**src/rtl/core/cipher_rotor_substitution_assert.svh**
```systemverilog
// Assertion macros used by the rotor substitution top level.
`ifndef CIPHER_ROTOR_SUBSTITUTION_ASSERT_SVH
`define CIPHER_ROTOR_SUBSTITUTION_ASSERT_SVH

`ifndef NO_ASSERTIONS
`define CRS_ASSERT(lbl, prop, msg) \
  lbl: assert property (@(posedge clk) disable iff (!rst_n) prop) else $error(msg);
`define CRS_ASSERT_RST(lbl, prop, msg) \
  lbl: assert property (@(posedge clk) prop) else $error(msg);
`else
`define CRS_ASSERT(lbl, prop, msg)
`define CRS_ASSERT_RST(lbl, prop, msg)
`endif

`endif

```
**src/rtl/core/crs_pkg.sv**
```systemverilog
// Package with rotor wiring tables, notch constants, command codes and shared types.
`default_nettype none
package crs_pkg;

  localparam int NUM_LETTERS = 26;
  localparam int NUM_TYPES   = 9;
  localparam int NUM_SINGLE  = 5;

  localparam logic [3:0] SLOT_IDENTITY = 4'(NUM_TYPES - 1);
  localparam logic [4:0] NOTCH_Z       = 5'd25;
  localparam logic [4:0] NOTCH_M       = 5'd12;
  localparam logic [4:0] LETTER_LAST   = 5'(NUM_LETTERS - 1);

  typedef enum logic [1:0] {
    CMD_FWD     = 2'd0,
    CMD_BWD     = 2'd1,
    CMD_ROTATE  = 2'd2,
    CMD_RESTART = 2'd3
  } cmd_t;

  typedef enum logic [1:0] {
    REG_ROTOR_TYPE     = 2'd0,
    REG_RING_SETTING   = 2'd1,
    REG_START_POSITION = 2'd2
  } reg_idx_t;

  typedef struct packed {
    logic [3:0] slot;
    logic [4:0] ring;
    logic [4:0] start;
    logic [4:0] pos;
  } rotor_cfg_t;

  typedef struct packed {
    logic fire;
    cmd_t cmd;
  } step_t;

  localparam logic [8*NUM_LETTERS-1:0] WIRING [NUM_TYPES] = '{
    "EKMFLGDQVZNTOWYHXUSPAIBRCJ",
    "AJDKSIRUXBLHWTMCQGZNPYFVOE",
    "BDFHJLCPRTXVZNYEIWGAKMUSQO",
    "ESOVPZJAYQUIRHXLNFTGKDCMWB",
    "VZBRGITYUPSDNHLXAWMJQOFECK",
    "JPGVOUMFYQBENHZRDKASXLICTW",
    "NZJHGRCXMYSWBOUFAIVLPEKQDT",
    "FKQHTLXOCBJSPDZRAMEWNIUYGV",
    "ABCDEFGHIJKLMNOPQRSTUVWXYZ"
  };

  localparam logic [4:0] NOTCH_ONE [NUM_SINGLE] = '{
    5'd16, 5'd4, 5'd21, 5'd9, 5'd25
  };

  function automatic logic [4:0] wrap26(input logic [5:0] v);
    logic [5:0] d;
    d = v - 6'(NUM_LETTERS);
    if (v >= 6'(NUM_LETTERS)) begin
      return d[4:0];
    end
    return v[4:0];
  endfunction

  function automatic logic [4:0] wire_fwd(input logic [3:0] slot, input logic [4:0] idx);
    logic [7:0] ch;
    logic [7:0] d;
    logic [3:0] s;
    logic [4:0] k;
    s = (slot > SLOT_IDENTITY) ? SLOT_IDENTITY : slot;
    k = (idx > LETTER_LAST) ? LETTER_LAST : idx;
    ch = WIRING[s][8*(LETTER_LAST - k) +: 8];
    d = ch - 8'd65;
    return d[4:0];
  endfunction

endpackage
`default_nettype wire

```
**src/rtl/core/crs_rotor_state.sv**
```systemverilog
// Configuration registers and rotor position counter.
`default_nettype none
module crs_rotor_state import crs_pkg::*; (
  input  logic       clk,
  input  logic       rst_n,
  input  logic       cfg_we,
  input  logic [1:0] cfg_index,
  input  logic [4:0] cfg_data,
  input  step_t      step,
  output rotor_cfg_t rotor
);

  logic [3:0] slot_r, slot_nxt;
  logic [4:0] ring_r, ring_nxt;
  logic [4:0] start_r, start_nxt;
  logic [4:0] pos_r, pos_nxt;
  logic [4:0] data_wrap;
  logic [3:0] type_raw;

  assign data_wrap = wrap26({1'b0, cfg_data});
  assign type_raw  = cfg_data[3:0];

  always_comb begin
    slot_nxt  = slot_r;
    ring_nxt  = ring_r;
    start_nxt = start_r;
    pos_nxt   = pos_r;
    if (step.fire) begin
      case (step.cmd)
        CMD_ROTATE:  pos_nxt = (pos_r == LETTER_LAST) ? 5'd0 : pos_r + 5'd1;
        CMD_RESTART: pos_nxt = start_r;
        default:     pos_nxt = pos_r;
      endcase
    end
    if (cfg_we) begin
      unique case (cfg_index)
        REG_ROTOR_TYPE: begin
          if (type_raw >= 4'd1 && type_raw <= 4'(NUM_TYPES)) begin
            slot_nxt = type_raw - 4'd1;
          end else begin
            slot_nxt = SLOT_IDENTITY;
          end
        end
        REG_RING_SETTING: ring_nxt = data_wrap;
        REG_START_POSITION: begin
          start_nxt = data_wrap;
          pos_nxt   = data_wrap;
        end
        default: ;
      endcase
    end
  end

  always_ff @(posedge clk) begin
    if (!rst_n) begin
      slot_r  <= 4'd0;
      ring_r  <= 5'd0;
      start_r <= 5'd0;
      pos_r   <= 5'd0;
    end else begin
      slot_r  <= slot_nxt;
      ring_r  <= ring_nxt;
      start_r <= start_nxt;
      pos_r   <= pos_nxt;
    end
  end

  assign rotor.slot  = slot_r;
  assign rotor.ring  = ring_r;
  assign rotor.start = start_r;
  assign rotor.pos   = pos_r;

endmodule
`default_nettype wire

```
**src/rtl/core/crs_substitute.sv**
```systemverilog
// Combinational substitution through the forward or inverse wiring, plus notch check.
`default_nettype none
module crs_substitute import crs_pkg::*; (
  input  cmd_t       cmd,
  input  logic [4:0] letter_in,
  input  rotor_cfg_t rotor,
  output logic [4:0] letter_out,
  output logic       at_notch
);

  logic [4:0] letter_w;
  logic [4:0] shift;
  logic [4:0] idx;
  logic [4:0] fwd;
  logic [4:0] bwd;
  logic [4:0] sub;
  logic [4:0] res;

  assign letter_w = wrap26({1'b0, letter_in});
  assign shift    = wrap26({1'b0, rotor.pos} + 6'(NUM_LETTERS) - {1'b0, rotor.ring});
  assign idx      = wrap26({1'b0, letter_w} + {1'b0, shift});
  assign fwd      = wire_fwd(rotor.slot, idx);

  always_comb begin
    bwd = 5'd0;
    for (int i = 0; i < NUM_LETTERS; i++) begin
      if (wire_fwd(rotor.slot, 5'(i)) == idx) begin
        bwd = 5'(i);
      end
    end
  end

  assign sub = (cmd == CMD_FWD) ? fwd : bwd;
  assign res = wrap26({1'b0, sub} + 6'(NUM_LETTERS) - {1'b0, shift});

  always_comb begin
    case (cmd)
      CMD_FWD, CMD_BWD: letter_out = res;
      default:          letter_out = 5'd0;
    endcase
  end

  always_comb begin
    if (rotor.slot < 4'(NUM_SINGLE)) begin
      at_notch = (rotor.pos == NOTCH_ONE[rotor.slot[2:0]]);
    end else begin
      at_notch = (rotor.pos == NOTCH_Z) || (rotor.pos == NOTCH_M);
    end
  end

endmodule
`default_nettype wire

```
**src/rtl/core/cipher_rotor_substitution.sv**
```systemverilog
// Top level of the rotor substitution block: input stage, result stage and handshakes.
//
//   channel  direction  handshake               payload
//   in       input      in_valid / in_ready     in_cmd, in_letter_in
//   out      output     out_valid / out_ready   out_letter_out, out_at_notch
//   cfg      input      cfg_valid / cfg_ready   cfg_index, cfg_data
//
// One transaction per cycle unless out stalls; results pass the input then result stage.
// On rotate or restart the position counter updates as the item leaves the input stage.
// Reset clears both stages and loads type 1, ring 0, start 0, position 0.
// A stall on out backs up one transaction in the input stage, then drops in_ready.
// cfg_ready is always high.
`default_nettype none
`include "cipher_rotor_substitution_assert.svh"
module cipher_rotor_substitution import crs_pkg::*; (
  input  logic       clk,
  input  logic       rst_n,
  input  logic       in_valid,
  output logic       in_ready,
  input  logic [1:0] in_cmd,
  input  logic [4:0] in_letter_in,
  output logic       out_valid,
  input  logic       out_ready,
  output logic [4:0] out_letter_out,
  output logic       out_at_notch,
  input  logic       cfg_valid,
  output logic       cfg_ready,
  input  logic [1:0] cfg_index,
  input  logic [4:0] cfg_data
);

  logic       s1_vld_r, s1_vld_nxt;
  cmd_t       s1_cmd_r;
  logic [4:0] s1_letter_r;
  logic       out_vld_r, out_vld_nxt;
  logic [4:0] out_letter_r;
  logic       out_notch_r;
  logic       s2_fire;
  logic       in_fire;
  logic [4:0] sub_letter;
  logic       sub_notch;
  rotor_cfg_t rotor;
  step_t      step;

  assign cfg_ready = 1'b1;
  assign s2_fire   = s1_vld_r && (!out_vld_r || out_ready);
  assign in_ready  = !s1_vld_r || s2_fire;
  assign in_fire   = in_valid && in_ready;

  assign step.fire = s2_fire;
  assign step.cmd  = s1_cmd_r;

  crs_rotor_state u_state (
    .clk       (clk),
    .rst_n     (rst_n),
    .cfg_we    (cfg_valid),
    .cfg_index (cfg_index),
    .cfg_data  (cfg_data),
    .step      (step),
    .rotor     (rotor)
  );

  crs_substitute u_sub (
    .cmd        (s1_cmd_r),
    .letter_in  (s1_letter_r),
    .rotor      (rotor),
    .letter_out (sub_letter),
    .at_notch   (sub_notch)
  );

  always_comb begin
    s1_vld_nxt = s1_vld_r;
    if (in_ready) begin
      s1_vld_nxt = in_valid;
    end
    out_vld_nxt = out_vld_r;
    if (s2_fire) begin
      out_vld_nxt = 1'b1;
    end else if (out_ready) begin
      out_vld_nxt = 1'b0;
    end
  end

  always_ff @(posedge clk) begin
    if (!rst_n) begin
      s1_vld_r  <= 1'b0;
      out_vld_r <= 1'b0;
    end else begin
      s1_vld_r  <= s1_vld_nxt;
      out_vld_r <= out_vld_nxt;
    end
  end

  always_ff @(posedge clk) begin
    if (in_fire) begin
      s1_cmd_r    <= cmd_t'(in_cmd);
      s1_letter_r <= in_letter_in;
    end
    if (s2_fire) begin
      out_letter_r <= sub_letter;
      out_notch_r  <= sub_notch;
    end
  end

  assign out_valid      = out_vld_r;
  assign out_letter_out = out_letter_r;
  assign out_at_notch   = out_notch_r;

  `CRS_ASSERT(a_pos_range, rotor.pos < 5'(NUM_LETTERS), "position out of range")
  `CRS_ASSERT(a_out_range, out_vld_r |-> out_letter_r < 5'(NUM_LETTERS), "letter out of range")
  `CRS_ASSERT(a_stall_cause, !in_ready |-> (s1_vld_r && out_vld_r && !out_ready), "bad stall")
  `CRS_ASSERT(a_rotate, (s2_fire && s1_cmd_r == CMD_ROTATE && !cfg_valid) |=>
    (rotor.pos == (($past(rotor.pos) == LETTER_LAST) ? 5'd0 : $past(rotor.pos) + 5'd1)),
    "rotate did not advance")
  `CRS_ASSERT_RST(a_reset_out, !rst_n |=> !out_vld_r, "result valid after reset")

endmodule
`default_nettype wire
```
**config.mk**
```make
export PLATFORM = sky130hd
export DESIGN_NAME = cipher_rotor_substitution
export DESIGN_NICKNAME = d
export VERILOG_FILES = /design/src/rtl/core/crs_pkg.sv /design/src/rtl/core/crs_rotor_state.sv /design/src/rtl/core/crs_substitute.sv /design/src/rtl/core/cipher_rotor_substitution.sv
export VERILOG_INCLUDE_DIRS = /design/src /design/src/rtl/core
export SDC_FILE = /design/constraint.sdc
export NUM_CORES = 1
export LEC_CHECK = 0
export ABC_AREA = 1
export BUFFER_PORTS_ARGS = -buffer_cell sky130_fd_sc_hd__buf_2
export CORE_AREA = 5 5 159 161
export CTS_BUF_LIST = sky130_fd_sc_hd__clkbuf_4 sky130_fd_sc_hd__clkbuf_8 sky130_fd_sc_hd__clkbuf_16
export CTS_CLUSTER_SIZE = 28
export DETAILED_ROUTE_END_ITERATION = 7
export DIE_AREA = 0 0 164 166
export GPL_ROUTABILITY_DRIVEN = 0
export PLACE_DENSITY_LB_ADDON = 0.1
export SETUP_SLACK_MARGIN = 0.1
export SYNTH_ARGS = -nofsm -noshare
export SYNTH_HDL_FRONTEND = slang
export SYNTH_SLANG_ARGS = --single-unit
```
**constraint.sdc**
```tcl
create_clock -name clk -period 8.8 [get_ports clk]
set_input_delay 2.64 -clock clk [delete_from_list [all_inputs] [get_ports clk]]
set_output_delay 2.64 -clock clk [all_outputs]
set_load 0.05 [all_outputs]
```
==> results by group <==
CTS
  – Root Driver: clkbuf_16
  – CTS tree: done
  – Hold buffers post-CTS: 0
  – Buffer depth of the longest clock path: 2
  – # clock sinks: 34
  – Clk_lat worst skew: about 280 ps
  – Cts bufs inserted: 5
  – Reg clk slew, reported paths: 60 ps
  – Htree depth: 2

Setup path
  – Flop2flop setup slack: roughly 700 ps
  – Most frequent CP cell: nand2_1
  – Reg2reg path depth: 47
  – Setup CP Type: flip-flop to flip-flop
  – Crit path required time: between 8000 and 9000 ps
  – CP endpoint kind: flip-flop
  – CP Max Fanout: 8
  – Startpoint Class: flip-flop
  – RR Startpoint: u_state.pos_r[1]$_SDFF_PN0_
  – Worst path max stage delay: between 400 and 500 ps
  – Worst path slowest cell: fa_1
  – WP data arrival: approximately 8100 ps
  – R2R Path End: out_letter_out[1]$_SDFFCE_PN0P_

Drt
  – DRC: 0
  – Post-route ant nets: 0
  – Vias per cell: about 5.4
  – DRT iter0 DRCs: around 1.1k
  – Via Count: between 8k and 9k
  – Final WL: 31820 um
  – 1st-pass router iterations: 7
  – WL/cell: between 15 and 20 um

GRT
  – Gr ovfl total: 0
  – Total Routing Usage GR: between 20% and 30%
  – Initial antenna violation count: 0
  – Pin count of the biggest net entering global routing: ~70
  – First-pass GRT wire length: roughly 49000 um
  – Vias in the first global route: about 8.5k

Logic synthesis
  – Post-synthesis register bit count: 34
  – Synth warn: 0
  – Synthesized cell area: slightly above 8000 um2
  – Asr flop ratio synth: 0%
  – Number of synthesized flops with an enable pin: 13
  – Gate count of the mapped netlist: 1300
  – Main synth FF type: dfxtp_1
  – Syn_area_per_cell: 6.300 um2
  – Sequential fraction of the synthesis area: between 9 and 10%
  – Syn nets: about 1.4k
  – Yosys cell types: 65

Hold path
  – WHS Path Cells: 2
  – HP Start: u_state.start_r[2]$_SDFFE_PN0P_
  – Hold EP: u_state.start_r[2]$_SDFFE_PN0P_
  – Worst hold-check path type: flip-flop to flip-flop

STA
  – Setup TNS: 0 ps
  – RSZ-0062 raised after global routing: no
  – Hold Fails Final Rpt: 0
  – Layout Skew: just under 7 ps
  – # setup viols final: 0
  – Fmax: approximately 0.12 GHz
  – Rel. slew slack: 42.11%
  – Worst-margin pin slew: 868.3 ps
  – Slew Limit Fails: 0
  – Ratio of final minimum period to clock period: 92.21%
  – Tmin final: about 8100 ps

Final layout
  – Fill count: between 2k and 3k
  – Layout area overhead: 9.212%
  – Share of cells above drive strength 1: between 10% and 20%
  – Number of inserted diodes: 0
  – Total Nets Final: roughly 1.4k

Job
  – Max cap viols: 0

Die
  – Num ports: 28
  – Core area: 23820 um2
  – Die ar.: around 27000 um2
  – # rows: 57
  – Die width: 164 um
  – Initial core utilization: 34.38%
  – Die span in y: between 150 and 200 um

Placement
  – Port Buffers: 26
  – HPWL after detailed placement: approximately 25000 um

Run status
  – Status: completed
layout make-up:
cell class,instances,area (um2),area share (%)
Multi-Input combinational cell,1047,6479,72.43
Sequential cell,34,810.8,9.064
Inverter,172,653.1,7.302
Timing Repair Buffer,58,407.9,4.560
Tap cell,324,405.4,4.532
Clock buffer,6,150.1,1.679
Clock inverter,2,38.79,0.4336
per-stage QoR:
step | setup slack (ps) | cells | area, um2 | utilization, % | hold WS [ps]
finish | 685.2 | 1643 | 8945 | 37.55 | 474.5
global route | 106.2 | 1643 | 8945 | 37.55 | 509.0
CTS | 212.9 | 1635 | 8782 | 36.87 | 474.2
detailed placement | 254.2 | 1627 | 8593 | 36.08 | 464.9
global placement | 434.8 | 1627 | 8593 | 36.08 | 461.2
floorplan | 909.6 | 1300 | 8190 | - | 445.4
cell usage after synthesis (3+ instances only):
master	number	share of area, %
ha_1	76	12
nand2_2	18	1.4
a31oi_1	7	0.53
nand2_1	282	13
o311ai_1	4	0.43
buf_2	14	0.86
o21ai_1	12	0.73
o31ai_1	4	0.37
nor3_1	17	1.0
a221oi_1	4	0.43
buf_4	10	0.92
or2_2	3	0.23
clkbuf_1	11	0.50
fa_1	3	0.73
o211ai_1	21	1.9
nand2_4	7	0.96
a32o_1	3	0.37
nor2_4	6	0.82
xnor2_1	37	4.0
buf_6	11	1.5
o2111ai_1	5	0.53
nand4_1	13	0.99
o221ai_1	4	0.43
nand3_1	84	5.1
nor2_1	111	5.1
nor2_2	5	0.38
o21ai_0	79	4.8
inv_1	154	7.1
xor2_1	109	12
dfxtp_1	21	5.1
inv_2	17	0.78
a211oi_1	7	0.64
a21oi_1	79	4.8
edfxtp_1	13	4.8
a22oi_1	3	0.27
o22ai_1	9	0.69
o21bai_1	5	0.46
metal layers:
| layer | vias to the layer above | wire, um | global-route usage [%] |
|---|---|---|---|
| li1 | 4331 | - | - |
| met1 | 3952 | 13470 | 31.07 |
| met2 | 427 | 14310 | 36.90 |
| met3 | 93 | 2531 | 2.159 |
| met4 | 0 | 1501 | 9.592 |
| met5 | - | 0 | 0 |
critical path, delay by kind of cell (launching register included):
family / cells / cell delay (ps)
DFF: 1 / 380
adders and majority gates: 8 / 2380
xor gates and xnor gates: 5 / 1080
and+or+nand+nor: 17 / 1620
buffers and inverters: 8 / 690
AOI/OAI and AO/OA: 9 / 1710
worst max-delay path by stage:
stage                                startpoint                         endpoint  slack, ps  depth (start not counted)
floorplan           u_state.pos_r[1]$_SDFF_PN0_  out_letter_out[4]$_SDFFCE_PN0P_        910                         47
global placement    u_state.pos_r[1]$_SDFF_PN0_  out_letter_out[4]$_SDFFCE_PN0P_        430                         44
detailed placement  u_state.pos_r[1]$_SDFF_PN0_  out_letter_out[4]$_SDFFCE_PN0P_        250                         44
CTS                 u_state.pos_r[1]$_SDFF_PN0_  out_letter_out[4]$_SDFFCE_PN0P_        210                         44
global route        u_state.pos_r[1]$_SDFF_PN0_  out_letter_out[3]$_SDFFCE_PN0P_        110                         47
finish              u_state.pos_r[1]$_SDFF_PN0_  out_letter_out[1]$_SDFFCE_PN0P_        690                         47
cell families (layout without fill, tap and decap cells):
family	count (synthesis)	after routing	share of synthesized area, %
DFF	34	34	9.899
AOI/OAI and AO/OA	261	261	19.29
other	1	1	0.04579
xor gates and xnor gates	147	147	15.95
and+or+nand+nor	559	559	30.55
adders and majority gates	79	79	12.34
buffers and inverters	219	238	11.92
cell usage in the layout (no fill, tap or decap), types with 27 or more instances in the layout:
| cell | netlist | layout |
|---|---|---|
| buf_2 | 14 | 27 |
| o21ai_0 | 79 | 75 |
| inv_1 | 154 | 154 |
| xnor2_1 | 37 | 36 |
| a21oi_1 | 79 | 78 |
| nand3_1 | 84 | 83 |
| nand2_1 | 282 | 281 |
| ha_1 | 76 | 75 |
| xor2_1 | 109 | 108 |
| nor2_1 | 111 | 110 |
sequential cells by signal, summed over array words and instances (netlist names):
name and flops:
u_state.start_r 5, u_state.ring_r 5, out_letter_out 5, s1_vld_r 1, u_state.pos_r 5, out_valid 1
out_at_notch 1, s1_letter_r 5, u_state.slot_r 4, s1_cmd_r 2
what timing repair did:
| item | CTS | global route |
|---|---|---|
| resized for setup | 0 | 23 |
| endpoints found under the setup margin | 0 | 4 |
| buffers inserted | 0 | 7 |
Power is not shown: default switching activity piles up to over one toggle a cycle in this logic, so the estimate is an artifact.
